File: src/rtl/dscp_pkg.sv
// Shared types, constants and helpers for the diagonal scaling preconditioner.
package dscp_pkg;

  localparam int ROWS_DEFAULT = 1024;
  localparam int ROW_W        = 10;
  localparam int VALUE_W      = 64;
  localparam int THRESH_W     = 63;
  localparam int CFG_INDEX_W  = 1;
  localparam int CNT_W        = 7;

  localparam logic [0:0] OP_LOAD  = 1'b0;
  localparam logic [0:0] OP_APPLY = 1'b1;

  localparam logic [CFG_INDEX_W-1:0] CFG_THRESHOLD   = 1'b0;
  localparam logic [CFG_INDEX_W-1:0] CFG_REPLACEMENT = 1'b1;

  localparam logic [THRESH_W-1:0] THRESHOLD_RESET   = 63'd42950;
  localparam logic [VALUE_W-1:0]  REPLACEMENT_RESET = 64'd4724464026;

  localparam logic [VALUE_W-1:0] POS_LIMIT = 64'h7FFF_FFFF_FFFF_FFFF;
  localparam logic [VALUE_W-1:0] NEG_LIMIT = 64'h8000_0000_0000_0000;

  // 2^64 / m takes one quotient bit per step, 65 steps in all
  localparam logic [CNT_W-1:0] DIV_LAST = 7'd64;
  // four partial products, the last one added one step later
  localparam logic [CNT_W-1:0] MUL_LAST = 7'd4;

  localparam logic [1:0] PP_LL = 2'd0;
  localparam logic [1:0] PP_LH = 2'd1;
  localparam logic [1:0] PP_HL = 2'd2;
  localparam logic [1:0] PP_HH = 2'd3;

  typedef struct packed {
    logic       capture;
    logic       div_start;
    logic       div_step;
    logic       div_lead;
    logic       table_write;
    logic       table_read;
    logic       scale_load;
    logic       acc_clear;
    logic       mul_step;
    logic [1:0] mul_sel;
    logic       acc_add;
    logic       out_load;
  } dscp_cmd_t;

  typedef struct packed {
    logic is_apply;
    logic need_recip;
    logic out_free;
  } dscp_status_t;

  function automatic logic [VALUE_W-1:0] magnitude(input logic [VALUE_W-1:0] v);
    magnitude = v[VALUE_W-1] ? (~v + 64'd1) : v;
  endfunction

endpackage

File: src/rtl/dscp_ctrl.sv
// Sequencer for load and apply items: divider steps, table access, multiply steps.
module dscp_ctrl (
  input  logic                 clk,
  input  logic                 rst,
  input  logic                 in_valid,
  output logic                 in_ready,
  input  dscp_pkg::dscp_status_t status,
  output dscp_pkg::dscp_cmd_t    cmd
);
  import dscp_pkg::*;

  typedef enum logic [6:0] {
    S_IDLE  = 7'b0000001,
    S_CHECK = 7'b0000010,
    S_DIV   = 7'b0000100,
    S_WRITE = 7'b0001000,
    S_READ  = 7'b0010000,
    S_MUL   = 7'b0100000,
    S_OUT   = 7'b1000000
  } state_t;

  state_t           state, state_next;
  logic [CNT_W-1:0] cnt, cnt_next;

  always_ff @(posedge clk) begin
    if (rst) begin
      state <= S_IDLE;
      cnt   <= '0;
    end else begin
      state <= state_next;
      cnt   <= cnt_next;
    end
  end

  always_comb begin
    state_next = state;
    cnt_next   = cnt;
    cmd        = '0;
    in_ready   = 1'b0;
    unique case (state)
      S_IDLE: begin
        in_ready = 1'b1;
        if (in_valid) begin
          cmd.capture = 1'b1;
          state_next  = S_CHECK;
        end
      end
      S_CHECK: begin
        cnt_next = '0;
        if (status.is_apply) begin
          cmd.table_read = 1'b1;
          state_next     = S_READ;
        end else if (status.need_recip) begin
          cmd.div_start = 1'b1;
          state_next    = S_DIV;
        end else begin
          state_next = S_WRITE;
        end
      end
      S_DIV: begin
        cmd.div_step = 1'b1;
        cmd.div_lead = (cnt == '0);
        cnt_next     = cnt + 7'd1;
        if (cnt == DIV_LAST) begin
          state_next = S_WRITE;
        end
      end
      S_WRITE: begin
        cmd.table_write = 1'b1;
        state_next      = S_IDLE;
      end
      S_READ: begin
        cmd.scale_load = 1'b1;
        cmd.acc_clear  = 1'b1;
        state_next     = S_MUL;
      end
      S_MUL: begin
        // product of step n is added at step n+1
        cmd.mul_step = (cnt != MUL_LAST);
        cmd.mul_sel  = cnt[1:0];
        cmd.acc_add  = (cnt != '0);
        cnt_next     = cnt + 7'd1;
        if (cnt == MUL_LAST) begin
          state_next = S_OUT;
        end
      end
      S_OUT: begin
        if (status.out_free) begin
          cmd.out_load = 1'b1;
          state_next   = S_IDLE;
        end
      end
      default: begin
        state_next = S_IDLE;
      end
    endcase
  end

`ifndef SYNTHESIS
  a_out_no_overwrite: assert property (@(posedge clk) disable iff (rst)
    cmd.out_load |-> status.out_free)
    else $error("result register loaded while occupied");

  a_write_only_load: assert property (@(posedge clk) disable iff (rst)
    cmd.table_write |-> !status.is_apply)
    else $error("scale table written for an apply item");

  a_div_ends_in_write: assert property (@(posedge clk) disable iff (rst)
    (state == S_DIV && cnt == DIV_LAST) |=> cmd.table_write)
    else $error("divider finished without a table write");
`endif

endmodule

File: config.mk
export PLATFORM = sky130hd
export DESIGN_NAME = dscp_ctrl
export DESIGN_NICKNAME = d
export VERILOG_FILES = /design/src/rtl/dscp_pkg.sv /design/src/rtl/dscp_ctrl.sv
export SDC_FILE = /design/constraint.sdc
export NUM_CORES = 1
export LEC_CHECK = 0
export BUFFER_PORTS_ARGS = -buffer_cell sky130_fd_sc_hd__buf_2
export CORE_UTILIZATION = 39
export CTS_CLUSTER_DIAMETER = 80
export DETAILED_ROUTE_END_ITERATION = 16
export PLACE_DENSITY = 0.66
export SKIP_CTS_REPAIR_TIMING = 1
export SLEW_MARGIN = 20
export SYNTH_ARGS = -nofsm -noshare
export SYNTH_HDL_FRONTEND = slang
export SYNTH_SLANG_ARGS = --single-unit
File: constraint.sdc
create_clock -name clk -period 2.1 [get_ports clk]
set_clock_uncertainty 0.1 [all_clocks]
set_input_delay 0.21 -clock clk [delete_from_list [all_inputs] [get_ports clk]]
set_output_delay 0.21 -clock clk [all_outputs]
set_load 0.03 [all_outputs]
==> impl_metrics.ini, run 1 <==
[status]
outcome = completed

[sta]
tightest_slew_ps = 405
fin_crit_sh = 0.990
slew_violations = 0
whs_ps = 76.6
rsz0062_at_grt = true
setup_violations = 0
max_slew_margin = 0.727
hold_viol = 0
fmax_ghz = 0.481
min_period_ps = 2080

[critical_path]
crit_required_ps = 1790
critical_path_arrival_ps = 1770
end_kind = output port
reg2reg_to = state[3]
critPathBufInv = 2
crit_fanout = 3
rr_startpoint = cnt[0]
cp_slowest_stage_delay_ps = 490
path_class = reg2out
cp_slowest_cell = or4b_4
crit_family = simple AND/OR/NAND/NOR gates
r2r_slack_ps = 90
crit_chain = inv_2 > ha_4 > or4b_4 > o31a_2 > buf_6
ff2ff_path_depth = 6
crit_path_start_kind = flop

[route]
vias_per_cell = 5.58
wl_per_cell_um = 14.4
num_vias = 871
dr.pass1.iters = 4
routed_wl_mm = 2.25
ant_nets = 0
drc = 0
drt-initial-drc-count = 6

[clock_network]
tritoncts = yes
cts_buffers = 3
clock_latency_ps = 280
clkSinkCount = 14
cts.root.buffer_cell = clkbuf_4
htree_levels = 1
cts_buffer_depth = 2
clk_pin_slew_ps = 80

[hold_path]
hold_start = in_valid
holdPathEnd = state[0]
holdPathStages = 2
hold_path.class = in2reg

[synthesis]
yosys.area.top_type = dfxtp_1
synthesis.area_um2 = 911
syn_inst = 100
yosys_warnings = 0
synth_area_leaders = dfxtp_1, and2_1, nand3_1, nor4b_1, nor3b_1
avgSynthCellArea_um2 = 9.11
synth.distinct_cells = 38
yosys-top-cells-count = dfxtp_1, and2_1, inv_1, nand3_1, nand2_1
synth_most_common_cell = dfxtp_1
ys_ff_latch = 14
synth_edf_count = 0
async_reset_ff_frac = 0
synth_top_area_frac = 0.308
synthesis.nets = 108
ys.flop_type = dfxtp_1
ys_seq_area_frac = 0.308

[power_and_ir_drop]
pwr-share-seq = 0.469
p_switching_mw = 0.207
total_power_mw = 0.628
p_int_mw = 0.422
p_leak_nw = 0.504
clockPowerShare = 0.244
peakVddDrop_mv = 0.445
pwr-share-comb = 0.287
sw_frac_of_total = 0.329
cellPowerDensity_mw_per_mm2 = 537

[global_route]
gr-total-overflow = 0
grt_pass1_wl_mm = 3.48
grt_usage = 0.190
grt_start_max_net_pins = 11
grt_pass1_vias = 814
antenna_found_initial = 0

[floorplan]
initial_core_util = 0.412
fp-row-count = 17
ioPinCount = 20
die_w_um = 50.3
die_h_um = 50.3
coreArea_mm2 = 0.00221
dieArea_mm2 = 0.00253

[cells_and_area]
num_antenna_cells = 0
nNetsFinal = 138
layout.cells.non_filler = 156
nFillCells = 223
final_core_util = 0.529
regArea_um2 = 283
syn2layout_area_growth_pct = 28.4
drive_gt1_frac = 0.367
multi_input_area_um2 = 624

[placed_design]
dpl.cell_count = 151
numPortBuffers = 19
place.gp.congestion = 0.807
dp_hpwl_mm = 1.75

[job]
maxCapViolations = 0
==> power groups by stage <==
| stage | combinational (mW) | clock [mW] | sequential [mW] |
|---|---|---|---|
| 2_1_floorplan | 0.112 | 0 | 0.294 |
| 3_3_place_gp | 0.163 | 0 | 0.298 |
| 3_5_place_dp | 0.168 | 0 | 0.299 |
| 4_1_cts | 0.169 | 0.156 | 0.293 |
| 5_1_grt | 0.191 | 0.167 | 0.297 |
| 6_report | 0.181 | 0.153 | 0.294 |
==> metrics by stage <==
| stage | instance area (um2) | setup TNS (ps) | setup slack [ps] |
|---|---|---|---|
| final | 1170 | 0 | 21.5 |
| after global routing | 1170 | -80.0 | -28.4 |
| after CTS | 1100 | -123 | -70.3 |
| after detailed placement | 1080 | 0 | 110 |
| after global placement | 1080 | 0 | 134 |
| after floorplan | 922 | 0 | 1.52 |
==> placed cells by master, fill, tap and decap left out, types with 2 or more instances in the layout <==
cell / n
buf_4: 12
o21a_1: 3
nor3b_2: 2
nand2_1: 5
xnor2_1: 2
nand3_1: 7
a21oi_1: 4
nor4b_1: 3
dfxtp_1: 12
inv_1: 6
nor3_1: 2
o31ai_1: 2
nor2_1: 4
nand4b_1: 2
o211ai_1: 3
dfxtp_2: 2
a22o_1: 2
and2_1: 8
nor3b_1: 2
and4b_1: 2
clkbuf_4: 4
buf_2: 14
or4_1: 2
==> cell families after synthesis <==
kind of cell | Yosys count | share of synthesized area
AO/OA/AOI/OAI | 20 | 0.198
XOR/XNOR | 3 | 0.0289
adder cells (fa/ha/maj) | 2 | 0.0275
buffers and inverters | 10 | 0.0604
flip-flops | 14 | 0.308
multiplexers | 1 | 0.0110
AND/OR/NAND/NOR | 50 | 0.367
==> how the worst max path moves through the flow <==
stage                   from       end  slack, ps  cells past startpoint
floorplan           state[3]    cmd[9]          2                      3
global placement      cnt[0]  state[4]        130                      6
detailed placement    cnt[0]  state[3]        110                      6
CTS                   cnt[0]    cmd[9]        -70                      5
global route          cnt[0]    cmd[4]        -30                      6
finish                cnt[0]    cmd[1]         20                      5
==> registers in the layout, indices dropped and copies added, names as in the netlist <==
signal / cells
cnt: 7
state: 7
==> final cells by class <==
| type | count | area share |
|---|---|---|
| Inverter | 7 | 0.0225 |
| Tap cell | 28 | 0.0299 |
| Sequential cell | 14 | 0.242 |
| Timing Repair Buffer | 28 | 0.153 |
| Clock buffer | 3 | 0.0193 |
| Multi-Input combinational cell | 76 | 0.534 |
==> metal layers <==
layer	GRT usage	routed length, um	vias up
met4	0.0880	28	0
li1	-	-	432
met3	0.0364	66	4
met2	0.322	1080	16
met1	0.228	1070	419
met5	0	0	-
Note: power is estimated with default switching activity, not from simulation.
==> inputs of run 2 (changes only) <==
Settings changed: REMOVE_ABC_BUFFERS from default to 1, SLEW_MARGIN 20 to default.
==> run 2 against run 1 <==
- the flow now finishes with violations (setup timing)
- power grew 7.2%
- global-route usage is essentially flat
- clock-buffer cell count grew 1
- via count grew 3.4%
- critical path depth is the same
==> impl_metrics.ini, run 2 (synthesis gave the netlist of run 1 again) <==
[floorplan]
fp-row-count = 17
die_h_um = 50.3
coreArea_mm2 = 0.00221
ioPinCount = 20
initial_core_util = 0.412
die_w_um = 50.3
dieArea_mm2 = 0.00253

[clock_network]
cts.root.buffer_cell = clkbuf_4
clock_latency_ps = 300
tritoncts = yes
cts_buffers = 3
clk_pin_slew_ps = 100
cts_buffer_depth = 2
clkSinkCount = 14
htree_levels = 1

[route]
drc = 0
drt-initial-drc-count = 9
ant_nets = 0
vias_per_cell = 5.67
dr.pass1.iters = 4
wl_per_cell_um = 15.2
routed_wl_mm = 2.42
num_vias = 901

[cells_and_area]
layout_commonest_cell = buf_2
syn2layout_area_growth_pct = 31.9
largestRegisters = cnt: 7 flops, state: 7 flops
nNetsFinal = 140
stdcell_area_mm2 = 0.00120
num_antenna_cells = 0
nFillCells = 224
final_core_util = 0.543
final_cell_mix = buf_2, dfxtp_1, buf_4, and2_1, nand3_1
drive_gt1_frac = 0.382

[sta]
fin_crit_sh = 1.04
min_period_ps = 2180
whs_ps = 67.6
hold_viol = 0
tightest_slew_ps = 409
worst_slack_ps = -77.9
totalNegativeSetupSlack_ps = -77.9
fmax_ghz = 0.459
slew_violations = 0
setup_violations = 1
rsz0062_at_grt = true
max_slew_margin = 0.727

[power_and_ir_drop]
peakVddDrop_mv = 0.469
clockPowerShare = 0.300
p_int_mw = 0.462
cellPowerDensity_mw_per_mm2 = 561
p_switching_mw = 0.212
p_leak_nw = 0.525
pwr-share-comb = 0.266
pwr-share-seq = 0.435
sw_frac_of_total = 0.314

[critical_path]
crit_chain = inv_4 > ha_4 > or4b_4 > o31a_2 > buf_6
crit_fanout = 3
crit_required_ps = 1790
critical_path_arrival_ps = 1870
end_kind = output port
path_class = reg2out
critPathBufInv = 2
crit_path_start_kind = flop
cp_slowest_stage_delay_ps = 500
cp_slowest_cell = or4b_4
crit_family = simple AND/OR/NAND/NOR gates

[global_route]
grt_start_max_net_pins = 11
grt_usage = 0.189
grt_pass1_wl_mm = 3.46
grt_pass1_vias = 802
antenna_found_initial = 0
gr-total-overflow = 0

[placed_design]
numPortBuffers = 19
dp_slack_ps = 50.0
dp_hpwl_mm = 1.68
place.gp.congestion = 0.772
place_area_mm2 = 0.00106

[status]
failed_checks = setup timing
outcome = finished with violations

[job]
maxCapViolations = 0

[hold_path]
hold_path.class = in2reg
## run 2: worst paths after layout
check	from	to	slack [ps]	cells after the start
max	cnt[0]	cmd[1]	-80	5
min	in_valid	state[0]	70	2
max reg2reg	cnt[0]	state[1]	60	6
min reg2reg	cnt[5]	cnt[5]	440	2
## run 2: cell type report
cell class | instances | area (um2) | area share
multi-input cells | 76 | 628 | 0.523
flip-flops and latches | 14 | 284 | 0.236
repair buffers | 30 | 189 | 0.157
clock buffers | 4 | 36.3 | 0.0302
well taps | 28 | 35.0 | 0.0292
inverters | 7 | 28.8 | 0.0240
## run 2: per-stage QoR
| stage | cells | power [mW] |
|---|---|---|
| after CTS | 154 | 0.660 |
| after global placement | 150 | 0.456 |
| after global routing | 159 | 0.709 |
| after floorplan | 97 | 0.402 |
| after detailed placement | 150 | 0.459 |
| final | 159 | 0.674 |
## run 2: routing by layer
layer,track usage,vias to the layer above,wire length (um)
met1,0.188,432,991
li1,-,441,-
met5,0,-,0
met3,0.0576,7,72
met2,0.331,21,1290
met4,0.134,0,68
## run 2: power by group through the flow
stage | Sequential (mW) | Clock (mW) | Combinational [mW]
floorplan | 0.294 | 0 | 0.108
global placement | 0.297 | 0 | 0.159
detailed placement | 0.298 | 0 | 0.161
CTS | 0.291 | 0.207 | 0.162
global route | 0.295 | 0.219 | 0.196
finish | 0.293 | 0.202 | 0.179
